[config.mk]
export PLATFORM = sky130hd
export DESIGN_NAME = note_driven_sine_tone_generator
export DESIGN_NICKNAME = d
export VERILOG_FILES = /design/src/ndstg_pkg.sv /design/src/ndstg_csr.sv /design/src/ndstg_osc.sv /design/src/ndstg_gain.sv /design/src/note_driven_sine_tone_generator.sv
export VERILOG_INCLUDE_DIRS = /design/src /design/src/src
export SDC_FILE = /design/constraint.sdc
export NUM_CORES = 2
export LEC_CHECK = 0
export BUFFER_PORTS_ARGS = -buffer_cell sky130_fd_sc_hd__buf_2
export CORE_UTILIZATION = 30
export DETAILED_ROUTE_END_ITERATION = 6
export GPL_TIMING_DRIVEN = 0
export SYNTH_ARGS = -nofsm -noshare
export SYNTH_HDL_FRONTEND = slang
export SYNTH_SLANG_ARGS = --single-unit
[constraint.sdc]
create_clock -name clock -period 9.6 [get_ports clock]
set_input_delay 1.92 -clock clock [delete_from_list [all_inputs] [get_ports clock]]
set_output_delay 1.92 -clock clock [all_outputs]
set_load 0.005 [all_outputs]
[src/note_driven_sine_tone_generator_assert.svh]
// Assertion macros used by the top level of the tone generator.
`ifndef NOTE_DRIVEN_SINE_TONE_GENERATOR_ASSERT_SVH
`define NOTE_DRIVEN_SINE_TONE_GENERATOR_ASSERT_SVH

// Same-cycle implication, checked on every rising clock edge outside reset.
`define NDSTG_ASSERT_NOW(name, pre, post) \
   name: assert property (@(posedge clock) disable iff (reset) (pre) |-> (post)) \
      else $error("tone generator check failed");

// Next-cycle implication, checked on every rising clock edge outside reset.
`define NDSTG_ASSERT_NEXT(name, pre, post) \
   name: assert property (@(posedge clock) disable iff (reset) (pre) |=> (post)) \
      else $error("tone generator check failed");

`endif

[src/ndstg_pkg.sv]
// Shared types, constants and constant tables of the tone generator.
package ndstg_pkg;

   localparam int SAMPLE_RATE      = 48000;
   localparam int PHASE_BITS       = 32;
   localparam int SINE_TABLE_DEPTH = 1024;
   localparam int SINE_IDX_BITS    = $clog2(SINE_TABLE_DEPTH);
   localparam int QUARTER          = SINE_TABLE_DEPTH / 4;
   localparam int QUARTER_BITS     = SINE_IDX_BITS - 2;
   localparam int NOTE_COUNT       = 128;

   localparam int MAG_W    = 15;
   localparam int VEL_W    = 7;
   localparam int GAIN_W   = 21;
   localparam int PROD_W   = MAG_W + GAIN_W;
   localparam int QUOT_W   = 20;
   localparam int RECIP_W  = 21;
   localparam int RECIP_SH = 27;
   localparam int RPROD_W  = QUOT_W + RECIP_W;
   localparam int LEVEL_W  = RPROD_W - RECIP_SH;
   localparam int SAMPLE_W = 16;

   localparam logic [VEL_W-1:0]   VEL_FULL   = 7'd127;
   localparam logic [GAIN_W-1:0]  GAIN_Q16   = 21'd9830;
   localparam logic [PROD_W-1:0]  ROUND_BIAS = PROD_W'(127 * 32768);
   localparam logic [RECIP_W-1:0] RECIP_127  = RECIP_W'((1 << RECIP_SH) / 127);
   localparam logic [QUOT_W:0]    DIVISOR    = 21'd127;

   localparam logic [30:0] MANUAL_STEP_RESET = 31'd39370534;

   typedef enum logic [1:0] {
      REQ_TICK     = 2'd0,
      REQ_NOTE_ON  = 2'd1,
      REQ_NOTE_OFF = 2'd2,
      REQ_PANIC    = 2'd3
   } req_code_type;

   localparam logic REG_TONE_ENABLE = 1'b0;
   localparam logic REG_PHASE_STEP  = 1'b1;

   typedef struct packed {
      logic        tone_enable;
      logic [30:0] manual_phase_step;
   } cfg_type;

   typedef struct packed {
      logic [MAG_W-1:0]  mag;
      logic [GAIN_W-1:0] gain;
      logic              neg;
   } stage_b_type;

   localparam longint unsigned TOP_OCTAVE_Q16 [12] = '{
      64'd548668578, 64'd581294109, 64'd615859655, 64'd652480576,
      64'd691279090, 64'd732384684, 64'd775934544, 64'd822074013,
      64'd870957077, 64'd922746880, 64'd977616265, 64'd1035748353
   };

   // Quarter-wave sine entry i of QUARTER+1 points, Q0.15 magnitude.
   function automatic logic [MAG_W-1:0] sine_quarter(int unsigned i);
      longint unsigned u;
      longint unsigned u2;
      longint unsigned t;
      longint unsigned s;
      longint unsigned v;
      u  = (longint'(i) << 30) / QUARTER;
      u2 = (u * u) >> 30;
      t  = 64'd172272;
      t  = 64'd5026994 - ((u2 * t) >> 30);
      t  = 64'd85569306 - ((u2 * t) >> 30);
      t  = 64'd693598667 - ((u2 * t) >> 30);
      t  = 64'd1686629713 - ((u2 * t) >> 30);
      s  = (u * t) >> 30;
      v  = (s * 64'd32767 + (64'd1 << 29)) >> 30;
      if (v > 64'd32767) begin
         v = 64'd32767;
      end
      return v[MAG_W-1:0];
   endfunction

   function automatic logic [QUARTER-1:0][MAG_W-1:0] build_sine_table();
      logic [QUARTER-1:0][MAG_W-1:0] tab;
      for (int i = 0; i < QUARTER; i++) begin
         tab[i] = sine_quarter(i);
      end
      return tab;
   endfunction

   function automatic logic [NOTE_COUNT-1:0][PHASE_BITS-1:0] build_note_steps();
      logic [NOTE_COUNT-1:0][PHASE_BITS-1:0] tab;
      longint unsigned f;
      longint unsigned st;
      int oct;
      int semi;
      int sh;
      for (int n = 0; n < NOTE_COUNT; n++) begin
         oct  = n / 12;
         semi = n % 12;
         sh   = 10 - oct;
         f    = TOP_OCTAVE_Q16[semi];
         if (sh > 0) begin
            f = (f + (64'd1 << (sh - 1))) >> sh;
         end
         st     = ((f << (PHASE_BITS - 16)) + 64'(SAMPLE_RATE / 2)) / SAMPLE_RATE;
         tab[n] = st[PHASE_BITS-1:0];
      end
      return tab;
   endfunction

   localparam logic [QUARTER-1:0][MAG_W-1:0] SINE_QUARTER = build_sine_table();
   localparam logic [MAG_W-1:0] SINE_PEAK = sine_quarter(QUARTER);
   localparam logic [NOTE_COUNT-1:0][PHASE_BITS-1:0] NOTE_STEP = build_note_steps();

endpackage

[src/ndstg_csr.sv]
// Configuration register file behind the APB-style port.
module ndstg_csr import ndstg_pkg::*; (
   input  logic        clock,
   input  logic        reset,
   input  logic        csr_psel,
   input  logic        csr_penable,
   input  logic        csr_pwrite,
   input  logic [2:0]  csr_paddr,
   input  logic [31:0] csr_pwdata,
   output logic [31:0] csr_prdata,
   output logic        csr_pready,
   output cfg_type     cfg
);

   cfg_type cfg_ff;
   cfg_type cfg_in;
   logic    wr_en;
   logic    reg_sel;

   assign reg_sel = csr_paddr[2];
   assign wr_en   = csr_psel && csr_penable && csr_pwrite && csr_pready;

   always_comb begin
      cfg_in = cfg_ff;
      if (wr_en) begin
         case (reg_sel)
            REG_TONE_ENABLE: cfg_in.tone_enable       = csr_pwdata[0];
            REG_PHASE_STEP:  cfg_in.manual_phase_step = csr_pwdata[30:0];
            default:         cfg_in = cfg_ff;
         endcase
      end
   end

   always_ff @(posedge clock) begin
      if (reset) begin
         cfg_ff.tone_enable       <= 1'b0;
         cfg_ff.manual_phase_step <= MANUAL_STEP_RESET;
      end else begin
         cfg_ff <= cfg_in;
      end
   end

   always_comb begin
      case (reg_sel)
         REG_TONE_ENABLE: csr_prdata = {31'd0, cfg_ff.tone_enable};
         REG_PHASE_STEP:  csr_prdata = {1'b0, cfg_ff.manual_phase_step};
         default:         csr_prdata = 32'd0;
      endcase
   end

   assign csr_pready = 1'b1;
   assign cfg        = cfg_ff;

endmodule

[src/ndstg_osc.sv]
// Note state, phase accumulator and sine lookup stages.
module ndstg_osc import ndstg_pkg::*; (
   input  logic             clock,
   input  logic             reset,
   input  cfg_type          cfg,
   input  logic             req_valid,
   output logic             req_stall,
   input  logic [1:0]       req_type,
   input  logic [6:0]       req_note,
   input  logic [6:0]       req_velocity,
   output logic             b_valid,
   output stage_b_type      b_data,
   input  logic             b_ready
);

   logic [PHASE_BITS-1:0]    phase_acc_ff, phase_acc_in;
   logic                     note_held_ff, note_held_in;
   logic [6:0]               held_note_ff, held_note_in;
   logic [VEL_W-1:0]         held_velocity_ff, held_velocity_in;

   logic                     a_valid_ff, a_valid_in;
   logic [SINE_IDX_BITS-1:0] a_k_ff, a_k_in;
   logic                     a_on_ff, a_on_in;
   logic [VEL_W-1:0]         a_vel_ff, a_vel_in;

   logic                     b_valid_ff;
   stage_b_type              b_data_ff, b_data_in;

   logic                     a_ready;
   logic                     b_load;
   logic                     accept;
   logic                     tick;
   logic [PHASE_BITS-1:0]    step;
   logic [1:0]               quad;
   logic [QUARTER_BITS:0]    rr;
   logic [MAG_W-1:0]         mag;

   // Each stage moves when it is empty or its successor takes its beat.
   assign b_load    = !b_valid_ff || b_ready;
   assign a_ready   = !a_valid_ff || b_load;
   assign req_stall = !a_ready;
   assign accept    = req_valid && a_ready;

   always_comb begin
      note_held_in     = note_held_ff;
      held_note_in     = held_note_ff;
      held_velocity_in = held_velocity_ff;
      phase_acc_in     = phase_acc_ff;
      tick             = 1'b0;
      step = note_held_ff ? NOTE_STEP[held_note_ff] : PHASE_BITS'(cfg.manual_phase_step);
      if (accept) begin
         case (req_code_type'(req_type))
            REQ_TICK: begin
               tick         = 1'b1;
               phase_acc_in = phase_acc_ff + step;
            end
            REQ_NOTE_ON: begin
               held_note_in     = req_note;
               held_velocity_in = req_velocity;
               note_held_in     = 1'b1;
            end
            REQ_NOTE_OFF: begin
               if (req_note == held_note_ff) begin
                  note_held_in = 1'b0;
               end
            end
            REQ_PANIC: begin
               note_held_in     = 1'b0;
               held_velocity_in = '0;
            end
            default: tick = 1'b0;
         endcase
      end
      a_valid_in = tick;
      a_k_in     = phase_acc_ff[PHASE_BITS-1 -: SINE_IDX_BITS];
      a_on_in    = note_held_ff || cfg.tone_enable;
      a_vel_in   = note_held_ff ? held_velocity_ff : VEL_FULL;
   end

   // Quarter-wave symmetry: odd quarters read the table backward, the
   // lower half wave is negated later in the gain pipeline.
   always_comb begin
      quad = a_k_ff[SINE_IDX_BITS-1 -: 2];
      if (quad[0]) begin
         rr = (QUARTER_BITS+1)'(QUARTER) - {1'b0, a_k_ff[QUARTER_BITS-1:0]};
      end else begin
         rr = {1'b0, a_k_ff[QUARTER_BITS-1:0]};
      end
      mag = rr[QUARTER_BITS] ? SINE_PEAK : SINE_QUARTER[rr[QUARTER_BITS-1:0]];
      b_data_in.mag  = a_on_ff ? mag : '0;
      b_data_in.gain = GAIN_Q16 * GAIN_W'(a_vel_ff);
      b_data_in.neg  = quad[1];
   end

   always_ff @(posedge clock) begin
      if (reset) begin
         phase_acc_ff     <= '0;
         note_held_ff     <= 1'b0;
         held_note_ff     <= '0;
         held_velocity_ff <= '0;
         a_valid_ff       <= 1'b0;
         b_valid_ff       <= 1'b0;
      end else begin
         phase_acc_ff     <= phase_acc_in;
         note_held_ff     <= note_held_in;
         held_note_ff     <= held_note_in;
         held_velocity_ff <= held_velocity_in;
         if (a_ready) begin
            a_valid_ff <= a_valid_in;
         end
         if (b_load) begin
            b_valid_ff <= a_valid_ff;
         end
      end
   end

   always_ff @(posedge clock) begin
      if (a_ready) begin
         a_k_ff   <= a_k_in;
         a_on_ff  <= a_on_in;
         a_vel_ff <= a_vel_in;
      end
      if (b_load) begin
         b_data_ff <= b_data_in;
      end
   end

   assign b_valid = b_valid_ff;
   assign b_data  = b_data_ff;

endmodule

[src/ndstg_gain.sv]
// Gain pipeline: velocity scaling, divide by 127 and signed result register.
module ndstg_gain import ndstg_pkg::*; (
   input  logic                clock,
   input  logic                reset,
   input  logic                b_valid,
   input  stage_b_type         b_data,
   output logic                b_ready,
   output logic                rsp_valid,
   input  logic                rsp_stall,
   output logic [SAMPLE_W-1:0] rsp_sample
);

   logic                c_valid_ff;
   logic [QUOT_W-1:0]   c_y_ff, c_y_in;
   logic                c_neg_ff;
   logic                d_valid_ff;
   logic [LEVEL_W-1:0]  d_q_ff, d_q_in;
   logic [QUOT_W-1:0]   d_y_ff;
   logic                d_neg_ff;
   logic                rsp_valid_ff;
   logic [SAMPLE_W-1:0] rsp_sample_ff, rsp_sample_in;

   logic                c_load, d_load, e_load;
   logic [PROD_W-1:0]   prod;
   logic [RPROD_W-1:0]  rprod;
   logic [QUOT_W:0]     qm;
   logic [QUOT_W:0]     rem;
   logic [LEVEL_W-1:0]  level;

   assign e_load  = !rsp_valid_ff || !rsp_stall;
   assign d_load  = !d_valid_ff || e_load;
   assign c_load  = !c_valid_ff || d_load;
   assign b_ready = c_load;

   // Rounded scaling: floor((mag * gain + bias) / 2^16) first, then by 127.
   always_comb begin
      prod   = PROD_W'(b_data.mag) * PROD_W'(b_data.gain) + ROUND_BIAS;
      c_y_in = prod[PROD_W-1 -: QUOT_W];
   end

   // The reciprocal product lands on the quotient or one below it.
   always_comb begin
      rprod  = RPROD_W'(c_y_ff) * RPROD_W'(RECIP_127);
      d_q_in = rprod[RPROD_W-1:RECIP_SH];
   end

   always_comb begin
      qm    = ((QUOT_W+1)'(d_q_ff) << 7) - (QUOT_W+1)'(d_q_ff);
      rem   = {1'b0, d_y_ff} - qm;
      level = d_q_ff + ((rem >= DIVISOR) ? LEVEL_W'(1) : LEVEL_W'(0));
      rsp_sample_in = d_neg_ff ? -SAMPLE_W'(level) : SAMPLE_W'(level);
   end

   always_ff @(posedge clock) begin
      if (reset) begin
         c_valid_ff   <= 1'b0;
         d_valid_ff   <= 1'b0;
         rsp_valid_ff <= 1'b0;
      end else begin
         if (c_load) begin
            c_valid_ff <= b_valid;
         end
         if (d_load) begin
            d_valid_ff <= c_valid_ff;
         end
         if (e_load) begin
            rsp_valid_ff <= d_valid_ff;
         end
      end
   end

   always_ff @(posedge clock) begin
      if (c_load) begin
         c_y_ff   <= c_y_in;
         c_neg_ff <= b_data.neg;
      end
      if (d_load) begin
         d_q_ff   <= d_q_in;
         d_y_ff   <= c_y_ff;
         d_neg_ff <= c_neg_ff;
      end
      if (e_load) begin
         rsp_sample_ff <= rsp_sample_in;
      end
   end

   assign rsp_valid  = rsp_valid_ff;
   assign rsp_sample = rsp_sample_ff;

endmodule

[src/note_driven_sine_tone_generator.sv]
// Top level of the note-driven sine tone generator.
//
// Usage: every beat on the req_ channel is one command. A sample tick
// (req_type 0) produces exactly one beat on the rsp_ channel carrying a
// signed Q1.15 sample; note on, note off and panic beats only change the
// held note and velocity and produce no output beat.
// The oscillator runs at one beat per cycle while req_stall is low: a tick
// can be accepted on every rising edge at which req_stall is low.
// A tick's sample shows on rsp_valid after lookup, gain and divide stages.
// The phase accumulator and note state update at the accept edge, so the
// order of commands is the order of the beats.
// When the receiver stalls, the output register holds its sample and the
// internal stages keep filling; req_stall rises only once every stage
// behind the output register holds a beat.
// Synchronous reset clears the phase, the held note, the pipeline and
// sets tone_enable to 0 and the test-tone step to 440 Hz at 48 kHz.
// The APB-style csr_ port holds tone_enable at 0x0 and the test-tone
// phase step at 0x4; writes complete in the access cycle.
`include "note_driven_sine_tone_generator_assert.svh"
module note_driven_sine_tone_generator import ndstg_pkg::*; (
   input  logic        clock,
   input  logic        reset,
   input  logic        req_valid,
   output logic        req_stall,
   input  logic [1:0]  req_type,
   input  logic [6:0]  req_note,
   input  logic [6:0]  req_velocity,
   output logic        rsp_valid,
   input  logic        rsp_stall,
   output logic signed [15:0] rsp_sample,
   input  logic        csr_psel,
   input  logic        csr_penable,
   input  logic        csr_pwrite,
   input  logic [2:0]  csr_paddr,
   input  logic [31:0] csr_pwdata,
   output logic [31:0] csr_prdata,
   output logic        csr_pready
);

   cfg_type         cfg;
   logic            b_valid;
   logic            b_ready;
   stage_b_type     b_data;
   logic [15:0]     sample;

   // Register file; its settings feed the oscillator combinationally.
   ndstg_csr u_csr (
      .clock       (clock),
      .reset       (reset),
      .csr_psel    (csr_psel),
      .csr_penable (csr_penable),
      .csr_pwrite  (csr_pwrite),
      .csr_paddr   (csr_paddr),
      .csr_pwdata  (csr_pwdata),
      .csr_prdata  (csr_prdata),
      .csr_pready  (csr_pready),
      .cfg         (cfg)
   );

   // Command decode, phase accumulation and quarter-wave sine lookup.
   ndstg_osc u_osc (
      .clock        (clock),
      .reset        (reset),
      .cfg          (cfg),
      .req_valid    (req_valid),
      .req_stall    (req_stall),
      .req_type     (req_type),
      .req_note     (req_note),
      .req_velocity (req_velocity),
      .b_valid      (b_valid),
      .b_data       (b_data),
      .b_ready      (b_ready)
   );

   // Velocity gain with round-half-away-from-zero and the output register.
   ndstg_gain u_gain (
      .clock      (clock),
      .reset      (reset),
      .b_valid    (b_valid),
      .b_data     (b_data),
      .b_ready    (b_ready),
      .rsp_valid  (rsp_valid),
      .rsp_stall  (rsp_stall),
      .rsp_sample (sample)
   );

   assign rsp_sample = signed'(sample);

   // The input side stalls only when the lookup stage is full and blocked.
   `NDSTG_ASSERT_NOW(a_stall_needs_full_lookup, req_stall, b_valid && !b_ready)
   // A lookup beat that the gain pipeline refuses is kept, not dropped.
   `NDSTG_ASSERT_NEXT(a_lookup_beat_kept, b_valid && !b_ready, b_valid)
   // Nothing is offered on the output right after reset.
   `NDSTG_ASSERT_NOW(a_quiet_after_reset, $past(reset), !rsp_valid && !b_valid)

endmodule

==> impl_summary.md <==
Outcome
The flow ran to the end, but the final reports show violations. The final reports fail on DRC.

Critical path
The delay of the slowest critical-path stage is 0.62 ns. Of all nets on the critical path, the largest fanout is 10. The required time of the critical path is 9.94 ns. STA puts the critical path data arrival time at 8.74 ns. The most frequent cell on the critical path is fa_1. The critical path class is register to register. The critical path starts at u_osc.b_data[22]$_SDFFCE_PN0P_.

The sort of element at the start of the critical path is a register. The critical path's top delay family is adder cells. The slack of the worst reg-to-reg path is 1.20 ns. The number of buffer and inverter instances along the worst setup path is 6.

The worst register-to-register path begins at u_osc.b_data[22]$_SDFFCE_PN0P_. The slowest stage of the critical path belongs to the cell edfxtp_1. The category of the worst setup path capture point is a register.

Global routing
The number of antenna violations at the first check in global routing is 2. The first global-routing pass estimated 194000 um of wire. The remaining global-route overflow is 0.

The global router's overall resource usage is 0.239. The number of global-route vias before repair is 30000. The largest net degree at the start of global routing is 37.

Power and ir drop
IR analysis of the VDD net gives a maximum drop of 0.000169 V. The clock network fraction of design power is 0.261. The combinational power share is 0.427. The internal portion of the total power is 2650 uW. Summed over all nets, the switching power comes to 1840 uW. The leakage power is 0.0157 uW. The net switching fraction of the power is 0.410. The sequential fraction of design power is 0.313.

In this run the power density over the cells is 128 mW/mm^2. The post-route total power is 4490 uW.

Place
In this run the tool buffered the top-level ports with 101 buffer cells. Before CTS, the worst setup slack after placement is 1.19 ns. The total half-perimeter wirelength after legalization and detailed placement is 102000 um. The count of placed standard cells including taps is 5396. The standard cell area after detailed placement is 0.0341 sq mm. Routability-driven placement finished with a final weighted congestion of 1.03.

Synth
Synthesis handed over a netlist of 3912 instances. The share of synthesized registers carrying an async set or reset is 0. Counting every net in the synthesized netlist gives 4539.

Sorting the synthesized cells by how often they occur yields nand2_1, inv_1, ha_1, a21oi_1, nor2_1. The warning count from the yosys run is 0. The post-synthesis share of cell area spent on and, or, nand and nor gates is 0.191. By instance count, the leading cell after synthesis is nand2_1.

The average instance area after synthesis is 8.12 sq um. After synthesis, the largest family of logic cells by area is adder cells. The mux share of post-synthesis cell area is 0.0233. The share of Yosys cell area claimed by the top area cell type is 0.159. The distinct cell type count of the synthesized netlist is 91. The cell accounting for the most synthesized area is fa_1. The post-synthesis share of cell area spent on xor and xnor gates is 0.0383. By area the synthesized netlist is led by fa_1, ha_1, edfxtp_1.

For this run, the register share of the synthesized area comes to 0.192. The post-synthesis sequential element count is 241. The synthesized-area fraction occupied by ao, oa, aoi and oai cells was 0.194. The commonest register cell after synthesis is edfxtp_1. After synthesis the cells add up to 0.0318 sq mm.

The number of flops mapped to enable cells by yosys is 126. Of the total synthesized cell area, the portion taken by full adders, half adders and majority gates is 0.284.

Die
After floorplanning, the core was divided into 118 placement rows. In this run the vertical extent of the chip is 327 um. The boundary pin count is 109. The floorplan step defined a die boundary enclosing 0.107 sq mm. The region available for standard cell placement spans 0.104 sq mm.

The initial standard-cell utilization of the core is 0.305. The floorplan step set the die width to 327 um.

Clock tree
Counting along the longest clock path gives a buffer depth of 3. Hold repair after CTS inserted 0 buffers. The clock net in this run drives a total of 241 sinks. The library cell used as clock root buffer is clkbuf_16.

The H-tree depth is 1. The total setup buffers inserted after CTS is 0. TritonCTS built the clock tree.

The source-to-sink clock delay at the later pin of the worst-skew pair is 0.65 ns. After clock tree synthesis, the clock-pin slew on the worst setup and hold paths is 0.06 ns. After clock tree synthesis, the repair step resized 0 gates. The total clock buffers created by CTS is 30.

STA
The actual transition at the worst max-transition pin is 1.44 ns. The number of failing hold endpoints at the final stage is 0. The share of the clock period used by the worst path is 0.875.

The setup slack of the critical path after layout is 1.20 ns. The shortest clock period the worst path allows after layout is 8.40 ns. Setup repair after global routing left no endpoint under its margin.

The number of max-slew violations in the final report came to 0. Setup violations remaining at the end of the flow were counted as 0. Static timing analysis puts the maximum clock frequency at 119 MHz. The maximum clock skew at final layout is 0.0663 ns. Measured against its own limit, the worst slew margin works out to 0.0310.

Hold path
The worst hold path belongs to the class register to register. In this run the most critical hold path is launched from u_osc.b_data[0]$_DFFE_PP_.

Detailed routing
After detailed routing, the total wire length is 132000 um. The first detailed-routing pass took 7 iterations. Detailed routing inserted a total of 30500 vias.

The count of nets left with antenna violations once routing finished came out at 0. The via density per instance is 5.60. The post-route DRC violation count is 10. The count of routing violations after the opening detailed-route iteration is 3212.

The per-cell routed wire length is 24.1 um.

Finish
In the final layout, the share of cells above drive strength 1 is 0.0624. The number of antenna diodes in the final layout is 0. The number of nets in the finished design is 4676. Compared with the post-synthesis result, the final layout area differs by 10.5%.

Once layout is complete, the utilization of the core stands at 0.337. The final cell count without fillers is 5452. After routing the design area is 0.0351 sq mm.

Flow run
The number of maximum-capacitance constraint violations is 0.
==> metal layers <==
layer,track usage,vias up,routed length (um)
li1,-,13800,-
met1,0.312,14700,54100
met2,0.377,1595,58100
met3,0.0481,406,12100
met4,0.116,2,7210
met5,0,-,11
==> logic make-up (layout without fill, tap and decap cells) <==
logic type,Yosys count,after routing
AOI/OAI and AO/OA,951,951
xor gates and xnor gates,138,138
adders and majority gates,571,571
buffers and inverters,648,808
DFF,241,241
muxes,61,61
other,2,2
and+or+nand+nor,1300,1300
==> worst paths after layout <==
| kind | cells after the start | end |
|---|---|---|
| worst max register to register | 26 | u_gain.c_y_ff[19]$_DFFE_PP_ |
| worst min-delay path | 0 | u_gain.c_neg_ff$_DFFE_PP_ |
| worst min register to register | 0 | u_gain.c_neg_ff$_DFFE_PP_ |
| worst max-delay path | 26 | u_gain.c_y_ff[19]$_DFFE_PP_ |
==> layout make-up <==
type / count / area [sq um]
Sequential cell: 241 / 6090
Tap cell: 1380 / 1730
Clock buffer: 39 / 805
Inverter: 393 / 1480
Fill cell: 11100 / 69100
Multi-Input combinational cell: 3023 / 23200
Timing Repair Buffer: 105 / 572
Buffer: 255 / 987
Clock inverter: 16 / 206
==> metrics by stage <==
step | hold slack [ns] | setup TNS, ns
after global placement | 0.403 | -3.09
after detailed placement | 0.405 | 0
after CTS | 0.419 | 0
after global routing | 0.426 | 0
after floorplan | 0.400 | 0
final | 0.417 | 0
==> worst reg2reg max path: cells and delay by family, from the launching register on <==
kind / cells / cell delay (ns)
adders and majority gates: 7 / 3.45
AOI/OAI and AO/OA: 6 / 1.51
and+or+nand+nor: 5 / 1.31
buffers and inverters: 6 / 0.82
DFF: 1 / 0.62
muxes: 1 / 0.34
xor gates and xnor gates: 1 / 0.11
==> power groups by stage <==
stage          Sequential, uW  Clock [uW]  Combinational (uW)
5_1_grt                  1410        1240                2140
3_5_place_dp             1430           0                1880
4_1_cts                  1410        1200                1900
2_1_floorplan            1310           0                1390
3_3_place_gp             1430           0                1870
6_report                 1400        1170                1920
==> placed cells by master (no fill, tap or decap), drive strengths merged, types with 21 or more instances in the layout <==
master / synthesis / routed
buf: 46 / 151
dfxtp: 115 / 115
a211oi: 58 / 58
a31oi: 46 / 46
nand2: 517 / 517
nor2: 277 / 277
edfxtp: 126 / 126
nand2b: 22 / 22
nand3: 65 / 65
inv: 389 / 392
fa: 252 / 252
o21a: 26 / 26
o21ai: 211 / 211
a221oi: 23 / 23
clkbuf: 209 / 248
nand4: 21 / 21
xnor2: 84 / 84
o211ai: 51 / 51
xor2: 54 / 54
and2: 201 / 201
a21oi: 296 / 296
a311oi: 29 / 29
mux2: 34 / 34
ha: 317 / 317
nor3: 79 / 79
a21o: 43 / 43
Power figures use the tool's default switching activity.
